File: config.mk
export PLATFORM = sky130hd
export DESIGN_NAME = temp_scratchpad_checker_top
export DESIGN_NICKNAME = d
export VERILOG_FILES = /design/src/tsc_pkg.sv /design/src/tsc_temp_decode.sv /design/src/temp_scratchpad_checker_top.sv
export SDC_FILE = /design/constraint.sdc
export NUM_CORES = 1
export LEC_CHECK = 0
export ABC_CLOCK_PERIOD_IN_PS = 5400
export BUFFER_PORTS_ARGS = -buffer_cell sky130_fd_sc_hd__buf_2
export CORE_MARGIN = 2
export CORE_UTILIZATION = 25
export CTS_CLUSTER_SIZE = 24
export DETAILED_ROUTE_END_ITERATION = 7
export PLACE_DENSITY = 0.4
export SETUP_SLACK_MARGIN = 0.02
export SLEW_MARGIN = 10
export SYNTH_ARGS = -nofsm -noshare
export SYNTH_HDL_FRONTEND = slang
export SYNTH_SLANG_ARGS = --single-unit
File: constraint.sdc
create_clock -name clock -period 5.4 [get_ports clock]
set_clock_uncertainty 0.15 [all_clocks]
set_input_delay 0.54 -clock clock [delete_from_list [all_inputs] [get_ports clock]]
set_output_delay 0.54 -clock clock [all_outputs]
set_load 0.005 [all_outputs]
File: src/tsc_pkg.sv
package tsc_pkg;

   localparam int ByteW    = 8;
   localparam int TempW    = 19;
   localparam int StatusW  = 3;
   localparam int IdxW     = 4;
   localparam int ResW     = 2;
   localparam int CsrIdxW  = 3;
   localparam int RawW     = 16;
   localparam int ProdW    = 23;
   localparam int RspDataW = 24;

   // byte positions within one scratchpad reading
   localparam logic [IdxW-1:0] IDX_RAW_LOW  = IdxW'(0);
   localparam logic [IdxW-1:0] IDX_RAW_HIGH = IdxW'(1);
   localparam logic [IdxW-1:0] IDX_ALARM_A  = IdxW'(2);
   localparam logic [IdxW-1:0] IDX_ALARM_B  = IdxW'(3);
   localparam logic [IdxW-1:0] IDX_CONFIG   = IdxW'(4);
   localparam logic [IdxW-1:0] IDX_DECODE   = IdxW'(5);
   localparam logic [IdxW-1:0] IDX_DIFF     = IdxW'(6);
   localparam logic [IdxW-1:0] IDX_CRC      = IdxW'(8);

   localparam logic [StatusW-1:0] ST_OK        = StatusW'(0);
   localparam logic [StatusW-1:0] ST_NOT_CONV  = StatusW'(1);
   localparam logic [StatusW-1:0] ST_CRC_ERR   = StatusW'(2);
   localparam logic [StatusW-1:0] ST_ABOVE_MAX = StatusW'(3);
   localparam logic [StatusW-1:0] ST_BELOW_MIN = StatusW'(4);
   localparam logic [StatusW-1:0] ST_DELTA     = StatusW'(5);

   localparam logic [CsrIdxW-1:0] CSR_MAX_ENABLE = CsrIdxW'(0);
   localparam logic [CsrIdxW-1:0] CSR_TEMP_MAX   = CsrIdxW'(1);
   localparam logic [CsrIdxW-1:0] CSR_MIN_ENABLE = CsrIdxW'(2);
   localparam logic [CsrIdxW-1:0] CSR_TEMP_MIN   = CsrIdxW'(3);
   localparam logic [CsrIdxW-1:0] CSR_DELTA_MAX  = CsrIdxW'(4);

   localparam logic [ResW-1:0] RES_9BIT  = ResW'(0);
   localparam logic [ResW-1:0] RES_10BIT = ResW'(1);
   localparam logic [ResW-1:0] RES_11BIT = ResW'(2);

   localparam logic [ByteW-1:0] CRC_POLY = 8'h8C;

   typedef logic signed [TempW-1:0] temp_type;

   // reflected crc-8, one byte
   function automatic logic [ByteW-1:0] crc8_byte(input logic [ByteW-1:0] crc,
                                                  input logic [ByteW-1:0] data);
      logic [ByteW-1:0] c;
      c = crc ^ data;
      for (int i = 0; i < ByteW; i++) begin
         if (c[0]) begin
            c = (c >> 1) ^ CRC_POLY;
         end else begin
            c = c >> 1;
         end
      end
      return c;
   endfunction

endpackage

File: src/tsc_temp_decode.sv
module tsc_temp_decode
   import tsc_pkg::*;
(
   input  logic [ByteW-1:0] raw_low,
   input  logic [ByteW-1:0] raw_high,
   input  logic [ResW-1:0]  res_code,
   output temp_type         temp_centi
);

   logic [RawW-1:0]         raw_masked;
   logic signed [RawW-1:0]  raw_s;
   logic signed [ProdW-1:0] prod;
   logic signed [ProdW-1:0] biased;

   always_comb begin
      case (res_code)
         RES_9BIT:  raw_masked = {raw_high, raw_low} & 16'hFFF8;
         RES_10BIT: raw_masked = {raw_high, raw_low} & 16'hFFFC;
         RES_11BIT: raw_masked = {raw_high, raw_low} & 16'hFFFE;
         default:   raw_masked = {raw_high, raw_low};
      endcase
   end

   assign raw_s = signed'(raw_masked);
   assign prod  = ProdW'(raw_s) * ProdW'(100);

   // divide by 16 rounding toward zero
   assign biased     = prod + (prod[ProdW-1] ? ProdW'(15) : ProdW'(0));
   assign temp_centi = signed'(biased[ProdW-1:4]);

endmodule

File: src/temp_scratchpad_checker_top.sv
// Checks the nine-byte scratchpad of a 1-Wire temperature sensor. Bytes enter one per
// req transaction, byte 0 first, and the block takes one byte every clock cycle. After
// the ninth byte one rsp transaction follows on the next cycle with a status code and
// the stored temperature in hundredths of a degree: not converted when byte 2 or 3 is
// nonzero, then crc error, else the decoded value is stored and tested against the
// enabled upper and lower limits and the largest allowed change from the last stored
// value (skipped if zero or none stored yet). The only stall comes from the result
// register: while a result waits on rsp_tready, req_tready stays low. The temperature
// is decoded after byte 4 and its change computed after byte 5, so the ninth byte only
// sees a crc compare and three limit compares. Configuration writes are taken in any
// cycle; write them only between readings or before a reading's last byte.
module temp_scratchpad_checker_top
   import tsc_pkg::*;
(
   input  logic                clock,
   input  logic                reset,
   input  logic                req_tvalid,
   output logic                req_tready,
   input  logic [ByteW-1:0]    req_tdata,   // [7:0] scratch_byte
   output logic                rsp_tvalid,
   input  logic                rsp_tready,
   output logic [RspDataW-1:0] rsp_tdata,   // [2:0] status, [21:3] temp_centi
   input  logic                csr_valid,
   output logic                csr_ready,
   input  logic [CsrIdxW-1:0]  csr_index,
   input  logic [TempW-1:0]    csr_data
);

   logic req_fire;
   logic csr_fire;

   logic [IdxW-1:0]    idx_ff, idx_in;
   logic [ByteW-1:0]   crc_ff, crc_in;
   logic [ByteW-1:0]   raw_low_ff, raw_low_in;
   logic [ByteW-1:0]   raw_high_ff, raw_high_in;
   logic               alarm_ff, alarm_in;
   logic [ResW-1:0]    res_ff, res_in;
   temp_type           dec_temp_ff, dec_temp_in;
   logic [TempW-1:0]   diff_ff, diff_in;
   temp_type           last_temp_ff, last_temp_in;
   logic               last_valid_ff, last_valid_in;
   logic               rsp_valid_ff, rsp_valid_in;
   logic [StatusW-1:0] rsp_status_ff, rsp_status_in;
   temp_type           rsp_temp_ff, rsp_temp_in;

   logic               max_en_ff, max_en_in;
   temp_type           temp_max_ff, temp_max_in;
   logic               min_en_ff, min_en_in;
   temp_type           temp_min_ff, temp_min_in;
   logic [TempW-1:0]   delta_max_ff, delta_max_in;

   temp_type           dec_temp;
   logic signed [TempW:0] delta_s;

   assign req_tready = !rsp_valid_ff || rsp_tready;
   assign req_fire   = req_tvalid && req_tready;
   assign csr_ready  = 1'b1;
   assign csr_fire   = csr_valid && csr_ready;

   assign rsp_tvalid = rsp_valid_ff;
   assign rsp_tdata  = {2'b00, rsp_temp_ff, rsp_status_ff};

   tsc_temp_decode u_decode (
      .raw_low    (raw_low_ff),
      .raw_high   (raw_high_ff),
      .res_code   (res_ff),
      .temp_centi (dec_temp)
   );

   assign delta_s = (TempW+1)'(dec_temp_ff) - (TempW+1)'(last_temp_ff);

   always_comb begin
      max_en_in    = max_en_ff;
      temp_max_in  = temp_max_ff;
      min_en_in    = min_en_ff;
      temp_min_in  = temp_min_ff;
      delta_max_in = delta_max_ff;
      if (csr_fire) begin
         unique case (csr_index)
            CSR_MAX_ENABLE: max_en_in    = csr_data[0];
            CSR_TEMP_MAX:   temp_max_in  = signed'(csr_data);
            CSR_MIN_ENABLE: min_en_in    = csr_data[0];
            CSR_TEMP_MIN:   temp_min_in  = signed'(csr_data);
            CSR_DELTA_MAX:  delta_max_in = csr_data;
            default: ;
         endcase
      end
   end

   always_comb begin
      idx_in        = idx_ff;
      crc_in        = crc_ff;
      raw_low_in    = raw_low_ff;
      raw_high_in   = raw_high_ff;
      alarm_in      = alarm_ff;
      res_in        = res_ff;
      dec_temp_in   = dec_temp_ff;
      diff_in       = diff_ff;
      last_temp_in  = last_temp_ff;
      last_valid_in = last_valid_ff;
      rsp_valid_in  = rsp_valid_ff && !rsp_tready;
      rsp_status_in = rsp_status_ff;
      rsp_temp_in   = rsp_temp_ff;

      if (req_fire) begin
         if (idx_ff == IDX_CRC) begin
            idx_in       = IDX_RAW_LOW;
            rsp_valid_in = 1'b1;
            if (alarm_ff) begin
               rsp_status_in = ST_NOT_CONV;
            end else if (crc_ff != req_tdata) begin
               rsp_status_in = ST_CRC_ERR;
            end else begin
               if (max_en_ff && dec_temp_ff > temp_max_ff) begin
                  rsp_status_in = ST_ABOVE_MAX;
               end else if (min_en_ff && dec_temp_ff < temp_min_ff) begin
                  rsp_status_in = ST_BELOW_MIN;
               end else if (delta_max_ff != '0 && last_valid_ff && diff_ff > delta_max_ff) begin
                  rsp_status_in = ST_DELTA;
               end else begin
                  rsp_status_in = ST_OK;
               end
               last_temp_in  = dec_temp_ff;
               last_valid_in = 1'b1;
            end
            rsp_temp_in = last_temp_in;
         end else begin
            idx_in = idx_ff + IdxW'(1);
            crc_in = crc8_byte((idx_ff == IDX_RAW_LOW) ? '0 : crc_ff, req_tdata);
            case (idx_ff) inside
               IDX_RAW_LOW: begin
                  raw_low_in = req_tdata;
                  alarm_in   = 1'b0;
               end
               IDX_RAW_HIGH: raw_high_in = req_tdata;
               IDX_ALARM_A, IDX_ALARM_B: alarm_in = alarm_ff || (req_tdata != '0);
               IDX_CONFIG: res_in = req_tdata[6:5];
               IDX_DECODE: dec_temp_in = dec_temp;
               IDX_DIFF: diff_in = delta_s[TempW] ? TempW'(-delta_s) : delta_s[TempW-1:0];
               default: ;
            endcase
         end
      end
   end

   always_ff @(posedge clock) begin
      if (reset) begin
         idx_ff        <= IDX_RAW_LOW;
         last_temp_ff  <= '0;
         last_valid_ff <= 1'b0;
         rsp_valid_ff  <= 1'b0;
         max_en_ff     <= 1'b0;
         temp_max_ff   <= '0;
         min_en_ff     <= 1'b0;
         temp_min_ff   <= '0;
         delta_max_ff  <= '0;
      end else begin
         idx_ff        <= idx_in;
         last_temp_ff  <= last_temp_in;
         last_valid_ff <= last_valid_in;
         rsp_valid_ff  <= rsp_valid_in;
         max_en_ff     <= max_en_in;
         temp_max_ff   <= temp_max_in;
         min_en_ff     <= min_en_in;
         temp_min_ff   <= temp_min_in;
         delta_max_ff  <= delta_max_in;
      end
   end

   always_ff @(posedge clock) begin
      crc_ff        <= crc_in;
      raw_low_ff    <= raw_low_in;
      raw_high_ff   <= raw_high_in;
      alarm_ff      <= alarm_in;
      res_ff        <= res_in;
      dec_temp_ff   <= dec_temp_in;
      diff_ff       <= diff_in;
      rsp_status_ff <= rsp_status_in;
      rsp_temp_ff   <= rsp_temp_in;
   end

   // a result only appears right after the ninth byte of a reading
   a_rsp_after_last: assert property (@(posedge clock) disable iff (reset)
      (!$past(reset) && $rose(rsp_valid_ff)) |-> $past(req_fire && idx_ff == IDX_CRC))
      else $error("result without a last byte");

   a_idx_range: assert property (@(posedge clock) disable iff (reset)
      idx_ff <= IDX_CRC)
      else $error("byte position out of range");

   a_last_valid_sticky: assert property (@(posedge clock) disable iff (reset)
      !$past(reset) |-> !$fell(last_valid_ff))
      else $error("stored temperature lost its valid mark");

   // a bad reading leaves the stored temperature alone
   a_bad_keeps_temp: assert property (@(posedge clock) disable iff (reset)
      (req_fire && idx_ff == IDX_CRC && (alarm_ff || crc_ff != req_tdata))
      |=> $stable(last_temp_ff))
      else $error("stored temperature changed on a rejected reading");

endmodule
==> results of run 1 <==
## cell families (layout without fill, tap and decap cells)
family          after synthesis  in the layout  share of synthesized area (%)
compound gates              258            258                           14.2
xor+xnor                     93             93                           7.42
fa+ha+maj                   142            142                           16.8
buf+inv                     188            247                           6.41
flops                       171            171                           38.2
mux                           8              8                          0.757
other cells                   2              3                         0.0668
simple gates                388            388                           16.1
## routing by layer
metal / wire (um) / global-route usage (%)
met1: 14100 / 17.3
met2: 14200 / 22.1
met3: 991 / 2.47
met4: 516 / 4.25
met5: 0 / 0
## path summary, 6_finish.rpt
kind | end | slack [ns] | depth (start not counted)
setup / recovery | dec_temp_ff[18] | 0.42 | 16
hold / removal | temp_max_ff[3] | 0.19 | 3
setup reg to reg | dec_temp_ff[18] | 0.42 | 16
hold reg to reg | last_temp_ff[8] | 0.31 | 2
## critical path: cells and delay by family (launching register included)
kind / cells / cell delay [ns]
flip-flops: 1 / 0.42
buffers and inverters: 1 / 0.06
adder cells (fa/ha/maj): 5 / 1.74
AO/OA/AOI/OAI: 3 / 0.73
AND/OR/NAND/NOR: 6 / 1.42
XOR/XNOR: 1 / 0.21
## timing repair
item | in CTS | in global routing
hold buffers | 0 | 0
setup endpoints to repair | 0 | 3
resized for setup | 0 | 1
## layout by cell type, fill, tap and decap left out, drive strengths merged, types with 3 or more instances in the layout
cell type    n
a21oi      122
clkbuf      17
nor4        13
nor2        60
a41oi        3
nand2      206
edfxtp      87
and2         6
conb         3
a211o        3
or3          4
o311a        3
nand3       21
o211ai       5
inv        161
nor3b        3
and3         9
mux2i        4
o21ai       40
a21o        24
nand4       17
mux2         4
dfxtp       84
o21a        13
o31ai        6
nor3        17
xnor2       68
xor2        25
or2          4
a31oi        8
nor2b       11
nand2b       6
fa          15
buf         63
o31a         3
clkinv       6
ha         127
a211oi       8
## state kept, by name, indices dropped and copies added (netlist names), 2 cells and up
| name | flops |
|---|---|
| temp_max_ff | 19 |
| diff_ff | 19 |
| idx_ff | 4 |
| dec_temp_ff | 19 |
| rsp_temp_ff | 19 |
| delta_max_ff | 19 |
| crc_ff | 8 |
| res_ff | 2 |
| raw_low_ff | 8 |
| temp_min_ff | 19 |
| last_temp_ff | 19 |
| rsp_status_ff | 3 |
| raw_high_ff | 8 |
## final cells by class
cell class / instances / share of cell area (%)
clock buffers: 17 / 3.33
clock inverters: 15 / 1.31
inverters: 152 / 4.47
multi-input cells: 892 / 48.9
flip-flops and latches: 171 / 33.6
well taps: 592 / 5.80
repair buffers: 63 / 2.57
## through the flow
step	cell area (um^2)	setup WS (ns)	std cells	hold WS, ns
5_1_grt	12800	0.0553	1902	0.175
6_report	12800	0.419	1902	0.188
2_1_floorplan	11200	0.681	1251	0.284
3_5_place_dp	12200	0.308	1870	0.297
3_3_place_gp	12200	0.389	1870	0.292
4_1_cts	12800	0.286	1902	0.161
## power breakdown
group | internal [W] | total [W] | switching [W]
logic | 0.000264 | 0.000592 | 0.000329
registers | 0.00143 | 0.00148 | 0.0000424
clock network | 0.000625 | 0.00126 | 0.000635
## cells in the mapped netlist, drive strengths merged (4+ instances only)
cell type	count	area [um^2]
nor4	13	111
xor2	25	219
fa	15	300
a31oi	8	50.1
nand3	21	110
and2	6	37.5
clkbuf	27	101
mux2i	4	40.0
nand2	206	773
o21ai	40	200
nor2	60	225
a21o	24	180
nand2b	6	37.5
a211oi	8	65.1
dfxtp	84	1680
nand4	17	106
nor2b	11	76.3
ha	127	1590
o211ai	5	37.5
xnor2	68	614
o21a	13	105
edfxtp	87	2610
a21oi	122	611
or2	4	25.0
o31ai	6	45.0
inv	152	571
or3	4	25.0
nor3	17	85.1
and3	9	56.3
mux2	4	45.0
buf	9	48.8
==> out/metrics.csv, run 1 <==
stage,metric,value,unit
outcome,outcome,completed,
detailed_routing,drc,0,
critical_path,required,5.47,ns
clock_network,cts_root_buf,clkbuf_16,
sta,max_slew_margin,31.1,%
detailed_routing,wl_per_cell,15.7,um
floorplan,dieArea,0.0467,mm^2
finish,multi_input_area,0.00624,mm^2
critical_path,worst_ep_arrival_time,5.05,ns
power,p_total,0.00333,W
clock_network,cts_tree,yes,
detailed_routing,antenna_left,0,
clock_network,clk_pin_slew,0.09,ns
yosys,synth-seq-cells,171,
critical_path,path_cells,"o21a_1, ha_1, fa_1, ha_1, ha_1, inv_1, fa_1, xor2_1, nor3_1, nor3b_2, o2111ai_1, nor4_4, nand4bb_4, nor4_4, nand3_2, o21a_1",
yosys,yosysUniqueCellTypes,75,
detailed_routing,finalWirelength,29.9,mm
sta,post-route-period-util,92.2,%
finish,nFillCells,4833,
critical_path,path_common_cell,ha_1,
floorplan,initial_core_util,25.4,%
clock_network,cts_sinks,171,
detailed_routing,drt_iter0_drc,545,
clock_network,numCtsBuffers,17,
floorplan,core_area,0.0443,mm^2
floorplan,io_pins,62,
detailed_routing,num_vias,8443,
grt,track_usage,13.3,%
detailed_routing,drtPass1Iterations,4,
sta,timing.fmax,0.201,GHz
floorplan,die_w,216,um
place,dpl.hpwl,23.6,mm
finish,final_layout_size_suffix_gt1_share,8.85,%
critical_path,critPathMaxStageDelay,0.48,ns
clock_network,h-tree-depth,4,
critical_path,crit_fanout,4,
grt,grt_max_degree,49,
yosys,yosysSeqAreaShare,38.2,%
finish,fin_util,28.8,%
sta,slew_violations,0,
yosys,synth-edff-count,87,
sta,timing_hold_violations_final,0,
yosys,syn_avg_cell_area,8.99,um^2
grt,grt_overflow,0,
grt,grt_pass1_vias,8487,
worst_hold_path,min-delay-start,csr_data[3],
power,ir_drop,0.178,mV
sta,tns,0,ns
flow_run,drv_cap,0,
place,place.gp.congestion,0.791,
clock_network,cts_buffer_depth,2,
clock_network,worstSkewPairLatency,0.46,ns
critical_path,setup.worst_path.start,res_ff[1],
critical_path,slowest_stage,fa_1,
finish,nNetsFinal,1474,
yosys,ys.flop_type,edfxtp_1,
finish,num_antenna_cells,0,
critical_path,critPathKind,reg2reg,
sta,finalCriticalPeriod,4.98,ns
detailed_routing,avgViaCountPerCell,4.44,
yosys,yosys_warnings,0,
place,port_buffers,58,
critical_path,crit_path_end_kind,flip-flop,
critical_path,startpoint_type,flip-flop,
sta,tightest_slew,1.03,ns
yosys,syn-cell-area,0.0112,mm^2
clock_network,post_cts_buffers,0,
worst_hold_path,hp-class,in2reg,
floorplan,fp-row-count,77,
finish,seq_area,0.00429,mm^2
yosys,synthCells,1250,
sta,setup_violations,0,
sta,rsz0062_at_grt,no,
yosys,async_reset_ff_share,0,%
grt,antenna_found_initial,1,
critical_path,rr_startpoint,res_ff[1],
finish,synthToLayoutAreaGrowth,13.6,%
floorplan,die_h,216,um
power,power.density,261,mW/mm^2
grt,grt_first_pass_wirelength,47.5,mm
power,leakage,4.74,nW
Power figures use the tool's default switching activity.
==> run 2: changes to the inputs <==
CTS_BUF_LIST = sky130_fd_sc_hd__clkbuf_8   (was default)
==> run 2 against run 1 <==
  * Combinational power about the same
  * Register-to-register slack about the same
  * Critical endpoint unchanged
  * Sequential share of layout area up 0.51 points
  * Critical path type unchanged
  * Fmax about the same
  * Highest routed layer unchanged
  * Critical path depth unchanged
  * Largest cell class unchanged
  * Via count about the same
  * Largest power group unchanged
  * Worst hold slack worse by 0.068 ns
  * Non-clock buffer count unchanged
==> out/metrics.csv, run 2 (synthesis results as in run 1) <==
stage,metric,value,unit,change
sta,tightest_slew,1.00,ns,-0.0297 ns
power,p_total,0.00302,W,-9.3%
detailed_routing,finalWirelength,29.8,mm,-0.19%
sta,post-route-period-util,92.3,%,about the same
power,switching_share,32.0,%,+1.8 points
sta,finalCriticalPeriod,4.98,ns,+0.000147 ns
place,placed_cell_area,0.0122,mm^2,unchanged
power,p_comb_share,19.6,%,+1.8 points
clock_network,numCtsBuffers,17,,unchanged
sta,slew_violations,0,,unchanged
floorplan,core_area,0.0443,mm^2,unchanged
detailed_routing,num_vias,8435,,-0.095%
critical_path,critPathMaxStageDelay,0.48,ns,about the same
critical_path,path_common_cell,ha_1,,
sta,setup_violations,0,,unchanged
finish,final_common_cell,nand2_1,,
worst_hold_path,hp-class,in2reg,,
detailed_routing,avgViaCountPerCell,4.43,,about the same
clock_network,cts_resized,0,,unchanged
clock_network,cts_sinks,171,,unchanged
clock_network,clk_pin_slew,0.12,ns,+0.03 ns
clock_network,post_cts_buffers,0,,unchanged
outcome,outcome,completed,,
floorplan,initial_core_util,25.4,%,unchanged
power,power.density,240,mW/mm^2,-8.0%
floorplan,dieArea,0.0467,mm^2,unchanged
grt,grt_max_degree,49,,unchanged
sta,holdWs,0.120,ns,-0.0681 ns
detailed_routing,drc,0,,unchanged
grt,grt_first_pass_wirelength,47.5,mm,-0.10%
floorplan,die_h,216,um,unchanged
place,port_buffers,58,,unchanged
detailed_routing,drt_iter0_drc,506,,-7.2%
sta,max_slew_margin,33.1,%,+2.0 points
finish,synthToLayoutAreaGrowth,11.9,%,
grt,grt_pass1_vias,8475,,-0.14%
finish,layout_common_cells,"nand2_1 (206), inv_1 (152), ha_1 (127), a21oi_1 (122), edfxtp_1 (87)",,
grt,track_usage,13.2,%,-0.018 points
finish,final_layout_size_suffix_gt1_share,8.85,%,unchanged
finish,fin_util,28.4,%,-0.43 points
critical_path,crit_fanout,4,,unchanged
clock_network,cts_buffer_depth,2,,unchanged
power,p_clk_share,31.4,%,-6.4 points
sta,timing.fmax,0.201,GHz,about the same
critical_path,required,5.54,ns,+0.07 ns
critical_path,critical-path-top-delay-family,adder cells,,
finish,num_antenna_cells,0,,unchanged
clock_network,cts_tree,yes,,
power,intPower,0.00205,W,-12%
sta,tns,0,ns,unchanged
power,p_seq_share,48.9,%,+4.5 points
clock_network,h-tree-depth,4,,unchanged
clock_network,ctsHoldBuffers,0,,unchanged
detailed_routing,wl_per_cell,15.7,um,-0.19%
floorplan,die_w,216,um,unchanged
critical_path,reg2reg_setup_slack,0.42,ns,about the same
detailed_routing,antenna_left,0,,unchanged
power,power.switching,0.000967,W,-3.9%
floorplan,fp-row-count,77,,unchanged
critical_path,critPathKind,reg2reg,,
critical_path,path_cells,"o21a_1, ha_1, fa_1, ha_1, ha_1, inv_1, fa_1, xor2_1, nor3_1, nor3b_2, o2111ai_1, nor4_4, nand4bb_4, nor4_4, nand3_2, o21a_1",,
power,ir_drop,0.143,mV,-20%
finish,nNetsFinal,1474,,unchanged
power,leakage,4.65,nW,-1.8%
clock_network,worstSkewPairLatency,0.52,ns,+0.06 ns
place,dpl.hpwl,23.6,mm,unchanged
sta,rsz0062_at_grt,no,,
critical_path,crit_path_end_kind,flip-flop,,
detailed_routing,drtPass1Iterations,5,,+1
sta,timing_hold_violations_final,0,,unchanged
flow_run,drv_cap,0,,unchanged
floorplan,io_pins,62,,unchanged
finish,stdcell_area,0.0126,mm^2,-1.5%
grt,antenna_found_initial,1,,unchanged
grt,grt_overflow,0,,unchanged
place,place.gp.congestion,0.791,,unchanged
critical_path,startpoint_type,flip-flop,,
critical_path,path_buf_inv,1,,unchanged
critical_path,worst_ep_arrival_time,5.12,ns,+0.07 ns
critical_path,slowest_stage,fa_1,,
clock_network,cts_root_buf,clkbuf_8,,
==> run 2: cell count changes in the layout (fill, tap and decap cells not counted) <==
cell	before	now
clkbuf_16	17	0
clkbuf_8	0	17
==> run 2: power by group through the flow <==
| stage | Sequential (W) | Combinational (W) | Clock (W) |
|---|---|---|---|
| after floorplan | 0.00149 | 0.000470 | 0 |
| after global placement | 0.00151 | 0.000593 | 0 |
| after detailed placement | 0.00151 | 0.000593 | 0 |
| after CTS | 0.00148 | 0.000599 | 0.000991 |
| after global routing | 0.00148 | 0.000676 | 0.00103 |
| final | 0.00148 | 0.000592 | 0.000949 |
==> run 2: worst min-delay path: cells and delay by family <==
kind	cells	cell delay, ns
buffers and inverters	1	0.12
AOI/OAI and AO/OA	1	0.05
and+or+nand+nor	1	0.05
==> run 2: stage by stage <==
stage / instances / setup WS (ns)
2_1_floorplan: 1251 / 0.681
3_3_place_gp: 1870 / 0.389
3_5_place_dp: 1870 / 0.308
4_1_cts: 1902 / 0.286
5_1_grt: 1902 / 0.0576
6_report: 1902 / 0.418
==> run 2: layout make-up <==
class | instances | area [um^2]
well taps | 592 | 741
repair buffers | 63 | 328
fillers | 4849 | 31700
inverters | 152 | 571
clock buffers | 17 | 234
flip-flops and latches | 171 | 4290
clock inverters | 15 | 168
multi-input cells | 892 | 6240
==> run 2: path summary, 6_finish.rpt <==
| kind | startpoint | endpoint | depth (start not counted) |
|---|---|---|---|
| worst max-delay path | res_ff[1] | dec_temp_ff[18] | 16 |
| worst min-delay path | csr_data[3] | temp_max_ff[3] | 3 |
| worst max register to register | res_ff[1] | dec_temp_ff[18] | 16 |
| worst min register to register | last_temp_ff[17] | last_temp_ff[17] | 2 |
==> run 2: layer usage <==
layer / vias to the layer above / routed length (um) / GRT usage, %
met3: 27 / 745 / 2.13
met2: 97 / 14200 / 22.0
li1: 4367 / - / -
met5: - / 0 / 0
met1: 3944 / 14300 / 17.3
met4: 0 / 558 / 4.70
